$ cat src/mtep_pkg.sv
// Package for the track event parser: payload structs, phase codes, kinds.
// No dependencies.
package mtep_pkg;

    localparam int DEF_MAX_TRACK_ID = 1023;
    localparam int CHANNELS         = 16;
    localparam int TRK_W            = 10;
    localparam int DELTA_W          = 28;

    typedef struct packed {
        logic [7:0] data_byte;
        logic       track_start;
    } t_in_item;

    typedef struct packed {
        logic [2:0]  kind;
        logic [27:0] delta_time;
        logic [7:0]  status;
        logic [7:0]  data1;
        logic [7:0]  data2;
        logic [9:0]  dest_track;
        logic        last;
        logic        terminated;
    } t_out_item;

    typedef enum logic [2:0] {
        KIND_CHAN      = 3'd0,
        KIND_META      = 3'd1,
        KIND_META_NONE = 3'd2,
        KIND_SYSX      = 3'd3,
        KIND_SYSX_NONE = 3'd4,
        KIND_NO_STATUS = 3'd5,
        KIND_OVERLONG  = 3'd6
    } t_kind;

    typedef enum logic [2:0] {
        PH_DELTA, PH_STATUS, PH_DATA1, PH_DATA2,
        PH_META_LEN, PH_META_DATA, PH_SYS_LEN, PH_SYS_DATA
    } t_phase;

endpackage

$ cat src/mtep_fifo.sv
// Short result queue between the byte parser and the output port.
// Depends on mtep_pkg.
module mtep_fifo
    import mtep_pkg::*;
(
    input  logic      i_clk,
    input  logic      i_rst_n,
    input  logic      i_valid,
    output logic      o_ready,
    input  t_out_item i_item,
    output logic      o_valid,
    input  logic      i_ready,
    output t_out_item o_item
);
    t_out_item  r_mem [2];
    logic       r_wp, r_rp;
    logic [1:0] r_cnt;
    logic       push, pop;

    assign o_ready = (r_cnt != 2'd2);
    assign o_valid = (r_cnt != 2'd0);
    assign o_item  = r_mem[r_rp];
    assign push    = i_valid && o_ready;
    assign pop     = o_valid && i_ready;

    // store payload
    always_ff @(posedge i_clk) begin
        if (push) r_mem[r_wp] <= i_item;
    end

    // advance pointers
    always_ff @(posedge i_clk) begin
        if (!i_rst_n) begin
            r_wp <= 1'b0; r_rp <= 1'b0; r_cnt <= 2'd0;
        end else begin
            if (push) r_wp <= ~r_wp;
            if (pop)  r_rp <= ~r_rp;
            r_cnt <= r_cnt + {1'b0, push} - {1'b0, pop};
        end
    end
endmodule

$ cat src/mtep_parser.sv
// Byte parser: decodes delta, status and data, keeps the channel map.
// Depends on mtep_pkg.
module mtep_parser
    import mtep_pkg::*;
#(
    parameter int MAX_TRACK_ID = DEF_MAX_TRACK_ID
) (
    input  logic      i_clk,
    input  logic      i_rst_n,
    input  logic      i_step,
    input  t_in_item  i_item,
    output logic      o_res_valid,
    output t_out_item o_res
);
    localparam logic [TRK_W-1:0] TRACK_CAP =
        (MAX_TRACK_ID < 1023) ? TRK_W'(MAX_TRACK_ID) : TRK_W'(1023);

    t_phase            r_phase, n_phase;
    logic [27:0]       r_acc, n_acc;
    logic [2:0]        r_cnt, n_cnt;
    logic [27:0]       r_delta, n_delta;
    logic [7:0]        r_run, n_run;
    logic              r_run_v, n_run_v;
    logic [7:0]        r_first, n_first;
    logic [27:0]       r_rem, n_rem;
    logic [CHANNELS-1:0] r_map_v, n_map_v;
    logic [TRK_W-1:0]  r_map [CHANNELS];
    logic              r_pend, n_pend;
    logic [TRK_W-1:0]  r_tc, n_tc;
    logic [TRK_W-1:0]  r_mt, n_mt;
    logic              r_seen, n_seen;
    logic [7:0]        r_est, n_est;
    logic [TRK_W-1:0]  r_etrk, n_etrk;
    logic              map_wr;
    logic [3:0]        map_ch;

    // step the parser state for one byte
    always_comb begin
        logic [7:0]  b;
        logic [27:0] acc_nx;
        logic [2:0]  cnt_nx;
        logic        nd, no, lenstep, meta, lastb;
        logic [3:0]  hi;
        logic [7:0]  d1;
        b = i_item.data_byte;
        n_phase = r_phase; n_acc = r_acc; n_cnt = r_cnt; n_delta = r_delta;
        n_run = r_run; n_run_v = r_run_v; n_first = r_first; n_rem = r_rem;
        n_map_v = r_map_v; n_pend = r_pend; n_tc = r_tc; n_mt = r_mt;
        n_seen = r_seen; n_est = r_est; n_etrk = r_etrk;
        map_wr = 1'b0; map_ch = 4'd0;
        o_res_valid = 1'b0;
        o_res = '0;
        o_res.last = 1'b1;
        lenstep = 1'b0; meta = 1'b0;
        hi = 4'd0; d1 = 8'd0; lastb = 1'b0;
        if (i_step && i_item.track_start) begin
            if (r_seen) n_tc = (r_tc < TRACK_CAP) ? r_tc + 1'b1 : TRACK_CAP;
            n_seen = 1'b1; n_mt = n_tc; n_map_v = '0; n_pend = 1'b1;
            n_run = 8'h80; n_run_v = 1'b0;
            n_phase = PH_DELTA; n_acc = '0; n_cnt = '0;
        end
        // number decode on the cleared or held accumulator
        acc_nx = {n_acc[20:0], b[6:0]};
        cnt_nx = n_cnt + 3'd1;
        nd = !b[7];
        no = b[7] && (cnt_nx >= 3'd4);
        if (i_step) begin
            case (n_phase)
                PH_DELTA: begin
                    n_acc = acc_nx; n_cnt = cnt_nx;
                    if (no) begin
                        o_res_valid = 1'b1; o_res.kind = KIND_OVERLONG;
                        n_acc = '0; n_cnt = '0;
                    end else if (nd) begin
                        n_delta = acc_nx; n_acc = '0; n_cnt = '0;
                        n_phase = PH_STATUS;
                    end
                end
                PH_STATUS, PH_DATA1: begin
                    if (n_phase == PH_STATUS && b[7]) begin
                        n_est = b; n_phase = PH_DATA1;
                    end else if (n_phase == PH_STATUS && !n_run_v) begin
                        o_res_valid = 1'b1; o_res.kind = KIND_NO_STATUS;
                        o_res.delta_time = r_delta; o_res.data1 = b;
                        n_phase = PH_DELTA; n_acc = '0; n_cnt = '0;
                    end else begin
                        if (n_phase == PH_STATUS) n_est = n_run;
                        if (n_est == 8'hFF) begin
                            n_first = b; n_etrk = n_mt; n_acc = '0; n_cnt = '0;
                            n_phase = PH_META_LEN;
                        end else begin
                            n_run = n_est; n_run_v = 1'b1;
                            map_ch = n_est[3:0];
                            if (n_map_v[map_ch]) begin
                                n_etrk = r_map[map_ch];
                            end else begin
                                if (n_pend) n_pend = 1'b0;
                                else n_tc = (n_tc < TRACK_CAP) ? n_tc + 1'b1 : TRACK_CAP;
                                map_wr = 1'b1; n_map_v[map_ch] = 1'b1; n_etrk = n_tc;
                            end
                            hi = n_est[7:4];
                            if (hi == 4'hC || hi == 4'hD) begin
                                o_res_valid = 1'b1; o_res.kind = KIND_CHAN;
                                o_res.delta_time = r_delta; o_res.status = n_est;
                                o_res.data1 = b; o_res.dest_track = n_etrk;
                                n_phase = PH_DELTA; n_acc = '0; n_cnt = '0;
                            end else if (hi == 4'hF) begin
                                acc_nx = {21'd0, b[6:0]}; cnt_nx = 3'd1;
                                no = 1'b0;
                                lenstep = 1'b1; meta = 1'b0;
                                n_phase = PH_SYS_LEN;
                            end else begin
                                n_first = b; n_phase = PH_DATA2;
                            end
                        end
                    end
                end
                PH_DATA2: begin
                    o_res_valid = 1'b1; o_res.kind = KIND_CHAN;
                    o_res.delta_time = r_delta; o_res.status = r_est;
                    o_res.data1 = r_first; o_res.data2 = b;
                    o_res.dest_track = r_etrk;
                    n_phase = PH_DELTA; n_acc = '0; n_cnt = '0;
                end
                PH_META_LEN: begin lenstep = 1'b1; meta = 1'b1; end
                PH_SYS_LEN:  begin lenstep = 1'b1; meta = 1'b0; end
                PH_META_DATA, PH_SYS_DATA: begin
                    meta = (n_phase == PH_META_DATA);
                    n_rem = r_rem - 28'd1;
                    lastb = (n_rem == 28'd0);
                    o_res_valid = 1'b1;
                    o_res.kind = meta ? KIND_META : KIND_SYSX;
                    o_res.delta_time = r_delta; o_res.status = r_est;
                    o_res.data1 = meta ? r_first : 8'd0; o_res.data2 = b;
                    o_res.dest_track = r_etrk; o_res.last = lastb;
                    o_res.terminated = !meta && lastb && (b == 8'hF7);
                    if (lastb) begin n_phase = PH_DELTA; n_acc = '0; n_cnt = '0; end
                end
                default: begin n_phase = PH_DELTA; n_acc = '0; n_cnt = '0; end
            endcase
            // finish a length byte
            if (lenstep) begin
                d1 = meta ? n_first : 8'd0;
                n_acc = acc_nx; n_cnt = cnt_nx;
                o_res.delta_time = r_delta; o_res.status = n_est;
                o_res.data1 = d1; o_res.dest_track = n_etrk;
                if (no) begin
                    o_res_valid = 1'b1; o_res.kind = KIND_OVERLONG;
                    n_phase = PH_DELTA; n_acc = '0; n_cnt = '0;
                end else if (nd) begin
                    n_rem = acc_nx; n_acc = '0; n_cnt = '0;
                    if (acc_nx == 28'd0) begin
                        o_res_valid = 1'b1;
                        o_res.kind = meta ? KIND_META_NONE : KIND_SYSX_NONE;
                        n_phase = PH_DELTA;
                    end else begin
                        n_phase = meta ? PH_META_DATA : PH_SYS_DATA;
                    end
                end
            end
        end
    end

    // hold channel map entries
    always_ff @(posedge i_clk) begin
        if (map_wr) r_map[map_ch] <= n_tc;
    end

    // advance state
    always_ff @(posedge i_clk) begin
        if (!i_rst_n) begin
            r_phase <= PH_DELTA; r_acc <= '0; r_cnt <= '0; r_delta <= '0;
            r_run <= 8'h80; r_run_v <= 1'b0; r_first <= '0; r_rem <= '0;
            r_map_v <= '0; r_pend <= 1'b1; r_tc <= '0; r_mt <= '0;
            r_seen <= 1'b0; r_est <= '0; r_etrk <= '0;
        end else begin
            r_phase <= n_phase; r_acc <= n_acc; r_cnt <= n_cnt;
            r_delta <= n_delta; r_run <= n_run; r_run_v <= n_run_v;
            r_first <= n_first; r_rem <= n_rem; r_map_v <= n_map_v;
            r_pend <= n_pend; r_tc <= n_tc; r_mt <= n_mt; r_seen <= n_seen;
            r_est <= n_est; r_etrk <= n_etrk;
        end
    end
endmodule

$ cat src/midi_track_event_parser_unit.sv
// MIDI track event parser: one track byte in, at most one event result out,
// one byte per cycle. Depends on mtep_pkg, mtep_parser, mtep_fifo.
//
// Takes one track byte per cycle; the parser decodes each byte in the cycle
// it is accepted and writes any result into a two-entry queue that feeds
// the output port. Input is ready whenever the queue has room, so full rate
// holds while the output side keeps up; each result is registered in the
// queue before it reaches the output port.
module midi_track_event_parser_unit
    import mtep_pkg::*;
#(
    parameter int MAX_TRACK_ID = DEF_MAX_TRACK_ID
) (
    input  logic      i_clk,
    input  logic      i_rst_n,
    input  logic      i_valid,
    output logic      o_ready,
    input  t_in_item  i_item,
    output logic      o_valid,
    input  logic      i_ready,
    output t_out_item o_item
);
    logic      step, res_v, q_ready;
    t_out_item res;

    // accept a byte only when a result can be stored
    assign o_ready = q_ready;
    assign step    = i_valid && q_ready;

    mtep_parser #(.MAX_TRACK_ID(MAX_TRACK_ID)) u_parser (
        .i_clk, .i_rst_n, .i_step(step), .i_item,
        .o_res_valid(res_v), .o_res(res)
    );

    mtep_fifo u_fifo (
        .i_clk, .i_rst_n, .i_valid(res_v), .o_ready(q_ready), .i_item(res),
        .o_valid, .i_ready, .o_item
    );
endmodule

$ cat config.mk
export PLATFORM = sky130hd
export DESIGN_NAME = midi_track_event_parser_unit
export DESIGN_NICKNAME = d
export VERILOG_FILES = /design/src/mtep_pkg.sv /design/src/mtep_fifo.sv /design/src/mtep_parser.sv /design/src/midi_track_event_parser_unit.sv
export SDC_FILE = /design/constraint.sdc
export NUM_CORES = 1
export LEC_CHECK = 0
export BUFFER_PORTS_ARGS = -buffer_cell sky130_fd_sc_hd__buf_2
export CAP_MARGIN = 25
export CORE_ASPECT_RATIO = 1.5
export CORE_MARGIN = 8
export CORE_UTILIZATION = 45
export CTS_BUF_LIST = sky130_fd_sc_hd__clkbuf_16
export DETAILED_ROUTE_END_ITERATION = 16
export HOLD_SLACK_MARGIN = 0.02
export PLACE_DENSITY_LB_ADDON = 0.2
export SYNTH_ARGS = -nofsm -noshare
export SYNTH_HDL_FRONTEND = slang
export SYNTH_SLANG_ARGS = --single-unit
$ cat constraint.sdc
create_clock -name i_clk -period 11.1 [get_ports i_clk]
set_clock_uncertainty 0.1 [all_clocks]
set_input_delay 2.22 -clock i_clk [delete_from_list [all_inputs] [get_ports i_clk]]
set_output_delay 2.22 -clock i_clk [all_outputs]
set_load 0.01 [all_outputs]
# [Yosys cells after proc, flatten, opt, wreduce, memory -nomap -nowiden]
# Memories as Yosys holds them, arrays and structs flattened. A register that Yosys moved wholly into a read port is not among the register bits.
# Cells that the tools add are included.
[totals] mem_bits_rw=294 inputBits=13 elab_cells=261 ff_bits=167 n_memories=2
[op_classes] bitwise_logic=5 n_eq_ne=13 reduce_logical=22 n_addsub=6 mux=190 magnitude_cmp=5
[mem_list] memory="u_parser.r_map" words=16 width=10 rd=1 rd_ports_with_merged_regs=0 wr=1 line_no="mtep_parser.sv:27" text="logic [TRK_W-1:0] r_map [CHANNELS];"
[mem_list] memory="u_fifo.r_mem" words=2 width=67 rd=1 rd_ports_with_merged_regs=1 wr=1 line_no="mtep_fifo.sv:15" text="t_out_item r_mem [2];"
[ops] cell="two-way mux 28 bit" count=23
[ops] cell="two-way mux 10 bit" count=22
[ops] cell="two-way mux 8 bit" count=25
[ops] cell="two-way mux 47 bit" count=3
[ops] cell="case mux 44 bit (3 select lines)" count=1
[ops] cell="two-way mux 16 bit" count=7
[ops] cell="case mux 28 bit (4 select lines)" count=1
[ops] cell="two-way mux 3 bit" count=37
[ops] cell="two-way mux 67 bit" count=1
[ops] cell="logical NOT 28 bit" count=2
[ops] cell="two-way mux 1 bit" count=51
[ops] cell="two-way mux 44 bit" count=1
[ops] cell="two-way mux 31 bit" count=1
[ops] cell="subtractor 28 x 1 -> 28 bit (second input constant)" count=1
[ops] cell="case mux 3 bit (4 select lines)" count=2
[ops] cell="adder 10 x 1 -> 10 bit (second input constant)" count=2
[ops] cell="less-than comparator 10 bit (second input constant)" count=2
[ops] cell="two-way mux 4 bit" count=5
[ops] cell="case mux 10 bit (2 select lines)" count=1
[ops] cell="equality test 8 bit (second input constant)" count=2
[ops] cell="OR 16 bit" count=1
[ops] cell="equality test 3 bit (second input constant)" count=4
[ops] cell="equality test 4 bit (second input constant)" count=3
[ops] cell="logical AND 1 bit" count=10
[ops] cell="23 further kinds" count=33

# [Logic depth before layout (Yosys ltp)]
# Gate-level depths: netlist (run 1).
[logic_depth] ltp_word=27 depth_mapped=16 ltp_nobuf=14

# [Hierarchy]
# From an unflattened synthesis (run 1), not the netlist that was laid out.
[unflattened] hier_cells=2028 area_unflattened_um2=22026.1
[modules_own_cells] module="mtep_parser" n_inst=1 cells_each=1795 area_each_um2=16838.6 seq_area_each_um2=7927.6
[modules_own_cells] module="mtep_fifo" n_inst=1 cells_each=232 area_each_um2=5181.2 seq_area_each_um2=4124.0
[modules_own_cells] module="midi_track_event_parser_unit" n_inst=1 cells_each=1 area_each_um2=6.3 seq_area_each_um2=0.0

# [Least setup slack after synthesis (run 1)]
# No wires, ideal clock.
[synth_path] path_type="input to register" from="input port i_item[0] (netlist name)" to="memory u_fifo.r_mem[0][0] (netlist name), enable pin" setup_ps=574 arrival_time_ps=8480 path_stages=10 t_required_ps=10426 path_slack_ps=1946 path_buffers=3 cell_sequence="and2_1 > clkbuf_1 > a221o_1 > clkbuf_1 > a2111oi_2 > buf_2 > o311ai_1 > nor2_1 > a2111oi_0 > nor3_1"
[synth_between] elab_chain_len=25 elab_cells_between_ends=69
[synth_rtl] element="from (decl)" line_no="midi_track_event_parser_unit.sv:18" text="input t_in_item i_item,"
[synth_rtl] element="logical AND 1 bit *" line_no="mtep_parser.sv:56" text="if (i_step && i_item.track_start) begin"
[synth_rtl] element="two-way mux 3 bit" line_no="mtep_parser.sv:56"
[synth_rtl] element="equality test 3 x 1 -> 1 bit"
[synth_rtl] element="two-way mux 8 bit" line_no="mtep_parser.sv:87" text="if (n_phase == PH_STATUS) n_est = n_run;"
[synth_rtl] element="two-way mux 8 bit" line_no="mtep_parser.sv:82" text="end else if (n_phase == PH_STATUS && !n_run_v) begin"
[synth_rtl] element="two-way mux 8 bit" line_no="mtep_parser.sv:80" text="if (n_phase == PH_STATUS && b[7]) begin"
[synth_rtl] element="two-way mux 8 bit" line_no="mtep_parser.sv:68" text="case (n_phase)"
[synth_rtl] element="two-way mux 8 bit" line_no="mtep_parser.sv:67" text="if (i_step) begin"
[synth_rtl] element="(+9 left out)"
[synth_rtl] element="two-way mux 1 bit" line_no="mtep_parser.sv:152" text="if (acc_nx == 28'd0) begin"
[synth_rtl] element="two-way mux 1 bit" line_no="mtep_parser.sv:150" text="end else if (nd) begin"
[synth_rtl] element="two-way mux 1 bit" line_no="mtep_parser.sv:147" text="if (no) begin"
[synth_rtl] element="two-way mux 1 bit *" line_no="mtep_parser.sv:142" text="if (lenstep) begin"
[synth_rtl] element="two-way mux 1 bit *" line_no="mtep_parser.sv:67"
[synth_rtl] element="logical AND 1 bit *" line_no="mtep_fifo.sv:23" text="assign push = i_valid && o_ready;"
[synth_rtl] element="two-way mux 1 bit *" line_no="mtep_fifo.sv:28" text="if (push) r_mem[r_wp] <= i_item;"
[synth_rtl] element="two-way mux 1 bit (not written as such) *" line_no="mtep_fifo.sv:28"
[synth_rtl] element="to (decl)" line_no="mtep_fifo.sv:15"
# Mark *: on every way between the ends. The rest lies on a longest branch, timed or not. The select of a mux whose other input is x is not followed.

# [Final worst setup path (run 1)]
[layout_path] from="input port i_valid" to="memory u_parser.r_map[7][9], data pin"
[layout_between] elab_chain_len=17 elab_cells_between_ends=32
[layout_rtl] element="from (decl)" line_no="midi_track_event_parser_unit.sv:16" text="input logic i_valid,"
[layout_rtl] element="logical AND 1 bit *" line_no="midi_track_event_parser_unit.sv:28" text="assign step = i_valid && q_ready;"
[layout_rtl] element="logical AND 1 bit" line_no="mtep_parser.sv:56"
[layout_rtl] element="two-way mux 3 bit" line_no="mtep_parser.sv:56"
[layout_rtl] element="equality test 3 x 1 -> 1 bit"
[layout_rtl] element="two-way mux 8 bit" line_no="mtep_parser.sv:87"
[layout_rtl] element="two-way mux 8 bit" line_no="mtep_parser.sv:82"
[layout_rtl] element="two-way mux 8 bit" line_no="mtep_parser.sv:80"
[layout_rtl] element="two-way mux 8 bit" line_no="mtep_parser.sv:68"
[layout_rtl] element="(+2 left out)"
[layout_rtl] element="two-way mux 1 bit (not written as such)" line_no="mtep_parser.sv:94" text="if (n_map_v[map_ch]) begin"
[layout_rtl] element="two-way mux 10 bit" line_no="mtep_parser.sv:94"
[layout_rtl] element="two-way mux 10 bit" line_no="mtep_parser.sv:88" text="if (n_est == 8'hFF) begin"
[layout_rtl] element="two-way mux 10 bit" line_no="mtep_parser.sv:82"
[layout_rtl] element="two-way mux 10 bit" line_no="mtep_parser.sv:80"
[layout_rtl] element="two-way mux 10 bit" line_no="mtep_parser.sv:68"
[layout_rtl] element="two-way mux 10 bit *" line_no="mtep_parser.sv:67"
[layout_rtl] element="named net u_parser.n_tc[9]" line_no="mtep_parser.sv:29" text="logic [TRK_W-1:0] r_tc, n_tc;"
[layout_rtl] element="to (decl)" line_no="mtep_parser.sv:27"
# Mark *: on every way through the listed nets, which the timed path passes. The rest lies on a longest branch. The select of a mux whose other input is x is not followed.

==> results of run 1 <==
registers in the layout, summed over array words and instances (netlist names), 3 cells and up, named ones only:
signal            flops
u_parser.r_phase      3
u_parser.r_acc       21
u_fifo.r_mem        134
u_parser.r_map      160
u_parser.r_est        8
u_parser.r_rem       28
u_parser.r_first      8
u_parser.r_run        8
u_parser.r_cnt        3
u_parser.r_map_v     16
u_parser.r_etrk      10
u_parser.r_tc        10
u_parser.r_delta     28
u_parser.r_mt        10
worst max-delay path by stage:
stage,slack (ns),cells past startpoint,end
global placement,4.26,11,u_parser.r_map[4][5]
finish,4.83,11,u_parser.r_map[7][9]
global route,4.60,12,u_parser.r_map[5][6]
detailed placement,4.16,11,u_parser.r_map[4][8]
CTS,4.69,11,u_parser.r_map[4][4]
floorplan,1.95,10,u_fifo.r_mem[0][0]
per-stage QoR:
stage	util, %	hold WS [ns]	setup slack [ns]
4_1_cts	50.1	0.348	4.69
3_3_place_gp	47.4	0.335	4.26
5_1_grt	50.2	0.368	4.60
6_report	50.2	0.346	4.83
3_5_place_dp	47.4	0.341	4.16
2_1_floorplan	-	0.327	1.95
area by class of cell:
cell class | instances | area (um^2) | area share, %
Sequential cell | 455 | 12100 | 51.6
Tap cell | 594 | 743 | 3.18
Timing Repair Buffer | 121 | 723 | 3.09
Multi-Input combinational cell | 1364 | 8480 | 36.3
Inverter | 32 | 121 | 0.519
Clock buffer | 43 | 1080 | 4.60
Clock inverter | 36 | 185 | 0.792
routing by layer:
| metal | share of wire, % | vias up | wire (um) | GRT usage (%) |
|---|---|---|---|---|
| met2 | 50 | 609 | 29800 | 37.6 |
| li1 | - | 7454 | - | - |
| met5 | 0 | - | 0 | 0 |
| met3 | 5.5 | 154 | 3240 | 2.59 |
| met4 | 4.8 | 0 | 2830 | 10.5 |
| met1 | 39 | 7767 | 23300 | 26.1 |
logic make-up (layout without fill, tap and decap cells):
kind of cell / Yosys count / after routing
DFF: 455 / 455
adders and majority gates: 7 / 7
xor gates and xnor gates: 26 / 26
and+or+nand+nor: 714 / 714
AOI/OAI and AO/OA: 472 / 472
buffers and inverters: 177 / 232
muxes: 145 / 145
where the power goes:
part / switching [uW] / internal, uW
clock network: 635 / 708
registers: 48.5 / 1820
logic: 462 / 237
total: 1140 / 2760
cell usage in the layout, fill, tap and decap left out, drive strengths merged, types with 25 or more instances in the layout:
| cell | synthesis | routed |
|---|---|---|
| nand2 | 212 | 212 |
| a22oi | 25 | 25 |
| buf | 48 | 121 |
| clkbuf | 97 | 43 |
| dfxtp | 161 | 161 |
| nor3 | 48 | 48 |
| and2 | 58 | 58 |
| inv | 32 | 44 |
| a221oi | 25 | 25 |
| nand3 | 67 | 67 |
| mux2 | 83 | 83 |
| a21oi | 184 | 184 |
| nor2 | 184 | 184 |
| edfxtp | 294 | 294 |
| nand4 | 35 | 35 |
| nor4 | 25 | 25 |
| mux2i | 61 | 61 |
| a211oi | 35 | 35 |
| o21ai | 71 | 71 |
worst max-delay path, cell delays in order:
cell and delay [ns]:
buf_2 0.15, nand2_1 0.19, o21ai_4 0.16, buf_4 0.44
o2bb2ai_4 0.15, buf_4 0.50, mux2_1 0.39, a211oi_1 0.29
and4_1 0.70, nand4_1 0.26, mux2i_2 0.87
==> key figures, run 1 <==
Detailed routing
  – Post-route antenna net violation count: 0
  – Drt wl/cell: 22.4 um
  – Post-route DRC: 0
  – Count of routing violations after the opening detailed-route iteration: 1,247
  – Pre-antenna DRT Iters: 6
  – Total vias in the final route: 16,000
  – Total length of routed wires: 59,100 um
  – Mean number of vias per cell: 6.04

Logic synthesis
  – Ys Warns: 0
  – Distinct cells, synth: 86
  – Number of enable flip-flop cells after synthesis: 294
  – Share of flip-flops with an asynchronous set or reset: 0%
  – Multiplexer share of the synthesized area: 7.41%
  – Most numerous cell types in the synthesized netlist: edfxtp_1 (294), nand2_1 (211), nor2_1 (183), a21oi_1 (181), dfxtp_1 (161)
  – Seq/Total Area, Yosys: 56.9%
  – Cell types occupying the most area after synthesis: edfxtp_1 (42%), dfxtp_1 (15%), a21oi_1 (4.3%)
  – Post-synthesis simple-gate area fraction: 16.3%
  – Xor-xnor portion of the synthesized cell area: 1.08%
  – Synthesized flop and latch total: 455
  – Adder and majority gate portion of the synthesized area: 0.414%
  – Most repeated cell in the gate-level netlist after synthesis: edfxtp_1
  – Post-Syn Instances: 1,996
  – Post-synth top flop: edfxtp_1
  – Mapped cell area: 21,200 um^2
  – Fraction of the mapped netlist area in compound gates: 14.4%
  – Area leader, netlist: edfxtp_1
  – Combinational family with the most area after synthesis: simple AND/OR/NAND/NOR gates
  – Mapped Avg Cell Area: 10.6 um^2
  – Top cell type's share of synthesized area: 41.7%
  – Synthesized netlist net count: 2,016

Worst setup path
  – Register-to-register setup slack: 5.61 ns
  – Startpoint of the worst-slack reg-to-reg timing path: u_fifo.r_cnt[1]
  – Type of destination of the critical path: register
  – Startpoint of the most critical setup path: i_valid
  – Kind of start point of the critical path: input pin
  – Arrival time at the worst endpoint: 6.38 ns
  – Startpoint-to-endpoint class of the critical path: in2reg
  – Endpoint of the most critical register-to-register path: u_parser.r_map[7][9]
  – Crit Path Max Fanout: 47
  – Data required time at the worst endpoint: 11.20 ns
  – Worst reg2reg path depth: 9

Floorplan
  – Number of top-level pins: 82
  – Vert. Die Dim: 282 um
  – Standard-cell rows: 97
  – Placeable core region: 46,600 um^2
  – Area of the die: 54,400 um^2
  – Effective utilization at floorplan: 45.4%
  – Die width: 193 um

Power
  – Overall power consumption: 3910 uW
  – Standby leakage power: 0.00804 uW
  – Worst ir drop on vdd: 90.0 uV
  – Power Dens Cells: 167 nW/um^2

Layout
  – Share of post-route cells with drive strength above 1: 14.6%
  – Final antenna diode count: 0
  – Final cell count without fillers: 2,645
  – Post-Layout Inst Area: 23,400 um^2
  – Layout Area Growth over Synthesis: 10.4%
  – Final-stage net count: 2,037
  – Filler Cells Inserted: 4,256

STA
  – Setup repair after global routing missed its margin: no
  – Final sum of negative setup slack: 0 ns
  – # setup viols final: 0
  – Minimum clock period after layout: 6.27 ns
  – Final Hold Violating Endpoints: 0
  – Max frequency: 159 MHz
  – Final-report max-slew violation count: 0
  – Portion of the clock cycle consumed by the worst path in the final layout: 56.5%
  – Pin slew with the least headroom to its limit: 1.14 ns
  – Worst slew margin relative to its limit: 23.4%

Global routing
  – Antenna violations before repair: 0
  – Via count of the first global-routing pass: 15,500
  – Largest net degree at the start of global routing: 85
  – Global-route usage over all layers: 21.6%
  – Overflow left after global routing: 0
  – Global-route wire length before repair: 91,900 um

Clock tree
  – Clock tree root buffer cell: clkbuf_16
  – Count of buffers added by post-CTS timing repair for setup: 0
  – CTS Buf Count: 43
  – Worst-skew pair later-pin latency: 0.57 ns
  – Number of gates resized after CTS: 0
  – Hold Buf Count CTS: 0
  – Clock input transition at the sequential cells of the worst setup and hold paths: 0.06 ns
  – Clk sinks: 455
  – Max H-tree Level: 2
  – Clock tree from TritonCTS: done
  – Buffers from clock root to sink, at most: 3

Placed design
  – Estimated wirelength of the detail-placed design: 40,500 um
  – Routability-driven placement congestion ratio: 0.941
  – Placed cell count: 2,564
  – Placement Cell Area: 22,100 um^2
  – Buffers added on ports: 81

Worst hold path
  – Worst hold stages: 2
  – Startpoint of the tightest hold check path: u_parser.r_delta[8]
  – Endpoint with the worst hold slack: u_parser.r_delta[8]
  – Path class of the lowest-slack min-delay path: reg2reg

Run
  – Number of max-cap violations: 0

Status
  – Status: finished, final reports clean
(Power assumes the default switching activity.)
==> run 2: changes to the inputs <==
==> constraint.sdc (replaced) <==
create_clock -name i_clk -period 6.5 [get_ports i_clk]
set_clock_uncertainty 0.1 [all_clocks]
set_input_delay 1.3 -clock i_clk [delete_from_list [all_inputs] [get_ports i_clk]]
set_output_delay 1.3 -clock i_clk [all_outputs]
set_load 0.01 [all_outputs]
==> run 2 against run 1 <==
Compared with the run above: final area up 1.1%; combinational power rose by 72%; clock power up 90%.
==> key figures, run 2 (synthesized netlist as in run 1, its figures left out) <==
Floorplan
  – Vert. Die Dim: 282 um
  – Standard-cell rows: 97
  – Area of the die: 54,400 um^2
  – Placeable core region: 46,600 um^2
  – Effective utilization at floorplan: 45.4%
  – Die width: 193 um
  – Number of top-level pins: 82

Clock tree
  – Worst-skew pair later-pin latency: 0.57 ns
  – Buffers from clock root to sink, at most: 3
  – Clock tree root buffer cell: clkbuf_16
  – Clk sinks: 455
  – Number of gates resized after CTS: 0
  – CTS Buf Count: 43
  – Clock tree from TritonCTS: done
  – Clock input transition at the sequential cells of the worst setup and hold paths: 0.06 ns
  – Hold Buf Count CTS: 0
  – Count of buffers added by post-CTS timing repair for setup: 0
  – Max H-tree Level: 2

Layout
  – Layout Area Growth over Synthesis: 11.7%
  – Most flop-heavy register: u_parser.r_map
  – Most frequent standard cell in the layout excluding fill and tap cells: edfxtp_1
  – Final-stage net count: 2,052
  – Share of post-route cells with drive strength above 1: 15.3%
  – Leading registers by flop count: u_parser.r_map (160), u_fifo.r_mem (134)
  – Number of flip-flops in the largest register: 160
  – Filler Cells Inserted: 4,183
  – Highest-count cells in the layout ignoring fill and taps: edfxtp_1 (294), nand2_1 (209), nor2_1 (182)
  – Post-Layout Inst Area: 23,600 um^2

Worst setup path
  – Startpoint of the most critical setup path: u_fifo.r_cnt[1]
  – Startpoint-to-endpoint class of the critical path: reg2reg
  – Crit Path Max Fanout: 21
  – Startpoint of the worst-slack reg-to-reg timing path: u_fifo.r_cnt[1]
  – Worst reg2reg path depth: 9
  – Endpoint of the worst setup timing path: u_parser.r_map[5][4]
  – Register-to-register setup slack: 1.30 ns
  – Kind of start point of the critical path: register
  – Type of destination of the critical path: register
  – Arrival time at the worst endpoint: 5.27 ns
  – Data required time at the worst endpoint: 6.56 ns
  – Endpoint of the most critical register-to-register path: u_parser.r_map[5][4]

STA
  – Post-route setup slack: 1.30 ns
  – Worst slew margin relative to its limit: 30.8%
  – Final hold slack: 0.344 ns
  – Final-report max-slew violation count: 0
  – # setup viols final: 0
  – Minimum clock period after layout: 5.20 ns
  – Portion of the clock cycle consumed by the worst path in the final layout: 80.1%
  – Final sum of negative setup slack: 0 ns
  – Pin slew with the least headroom to its limit: 1.04 ns
  – Max frequency: 192 MHz
  – Setup repair after global routing missed its margin: no
  – Final Hold Violating Endpoints: 0

Placed design
  – Buffers added on ports: 81
  – Estimated wirelength of the detail-placed design: 41,300 um
  – Routability-driven placement congestion ratio: 0.896
  – Post-placement setup slack: 0.784 ns
  – Placement Cell Area: 22,200 um^2

Detailed routing
  – Drt wl/cell: 22.7 um
  – Count of routing violations after the opening detailed-route iteration: 1,356
  – Mean number of vias per cell: 6.01
  – Total vias in the final route: 16,000
  – Total length of routed wires: 60,500 um
  – Post-route DRC: 0
  – Post-route antenna net violation count: 0
  – Pre-antenna DRT Iters: 6

Global routing
  – Global-route usage over all layers: 22.1%
  – Global Route met3 Usage: 3.08%
  – Global-route met1 utilization: 26.1%
  – Global-route wire length before repair: 93,800 um
  – Antenna violations before repair: 2
  – Via count of the first global-routing pass: 15,900
  – Largest net degree at the start of global routing: 59
  – Overflow left after global routing: 0
  – Met2 Use GR: 39.1%
  – Layer with the highest usage: met2

Power
  – Combinational cell fraction of total power: 17.4%
  – Overall power consumption: 6940 uW
  – Standby leakage power: 0.00818 uW
  – Power Dens Cells: 293 nW/um^2
  – Worst ir drop on vdd: 174 uV
  – Switching power: 1990 uW
  – Part of the power in registers: 46.0%
  – Power share of the clock group: 36.6%
  – Net switching share of the total power: 28.6%
  – Int Power: 4950 uW

Run
  – Number of max-cap violations: 0

Status
  – Status: finished, final reports clean

Worst hold path
  – Path class of the lowest-slack min-delay path: reg2reg
-- run 2: critical path, stage by stage (launching register included) --
cell,delay [ns]
dfxtp_1,0.36
nor2b_1,0.69
inv_2,0.39
a21oi_1,0.90
a21o_2,0.54
nand2_1,0.09
nand4_1,0.16
and4_1,0.68
nand3_1,0.18
mux2_1,0.66
-- run 2: area by class of cell --
| type | count | area, um^2 | area share [%] |
|---|---|---|---|
| sequential | 455 | 12100 | 51.0 |
| multi-input combinational | 1364 | 8470 | 35.8 |
| clock buffer | 44 | 1100 | 4.66 |
| timing repair buffer | 136 | 843 | 3.57 |
| tap | 594 | 743 | 3.14 |
| clock inverter | 35 | 310 | 1.31 |
| inverter | 32 | 121 | 0.513 |
| antenna | 2 | 5.00 | 0.0212 |
-- run 2: worst min path at each step --
stage,from,endpoint,slack [ns],cells after the start
after floorplan,u_parser.r_delta[27],u_parser.r_delta[27],0.33,2
after global routing,u_parser.r_delta[3],u_parser.r_delta[3],0.37,2
after CTS,u_parser.r_delta[20],u_parser.r_delta[20],0.35,2
after global placement,u_parser.r_delta[8],u_parser.r_delta[8],0.33,2
after detailed placement,u_parser.r_delta[20],u_parser.r_delta[20],0.34,2
final,u_parser.r_delta[8],u_parser.r_delta[8],0.34,2
-- run 2: layer usage --
metal  share of wire [%]  routed length, um
met2                  51              30600
met4                 4.5               2700
met1                  39              23700
met3                 5.9               3540
met5                   0                  0
-- run 2: per-stage QoR --
stage | instances | utilization (%)
2_1_floorplan | 1996 | -
3_3_place_gp | 2580 | 47.7
3_5_place_dp | 2581 | 47.7
4_1_cts | 2660 | 50.7
5_1_grt | 2662 | 50.7
6_report | 2662 | 50.7
-- run 2: power groups by stage --
| stage | Combinational, uW | Sequential (uW) | Clock (uW) |
|---|---|---|---|
| 3_3_place_gp | 1190 | 3250 | 0 |
| 2_1_floorplan | 836 | 3200 | 0 |
| 3_5_place_dp | 1200 | 3260 | 0 |
| 6_report | 1200 | 3190 | 2540 |
| 4_1_cts | 1210 | 3190 | 2580 |
| 5_1_grt | 1300 | 3200 | 2690 |
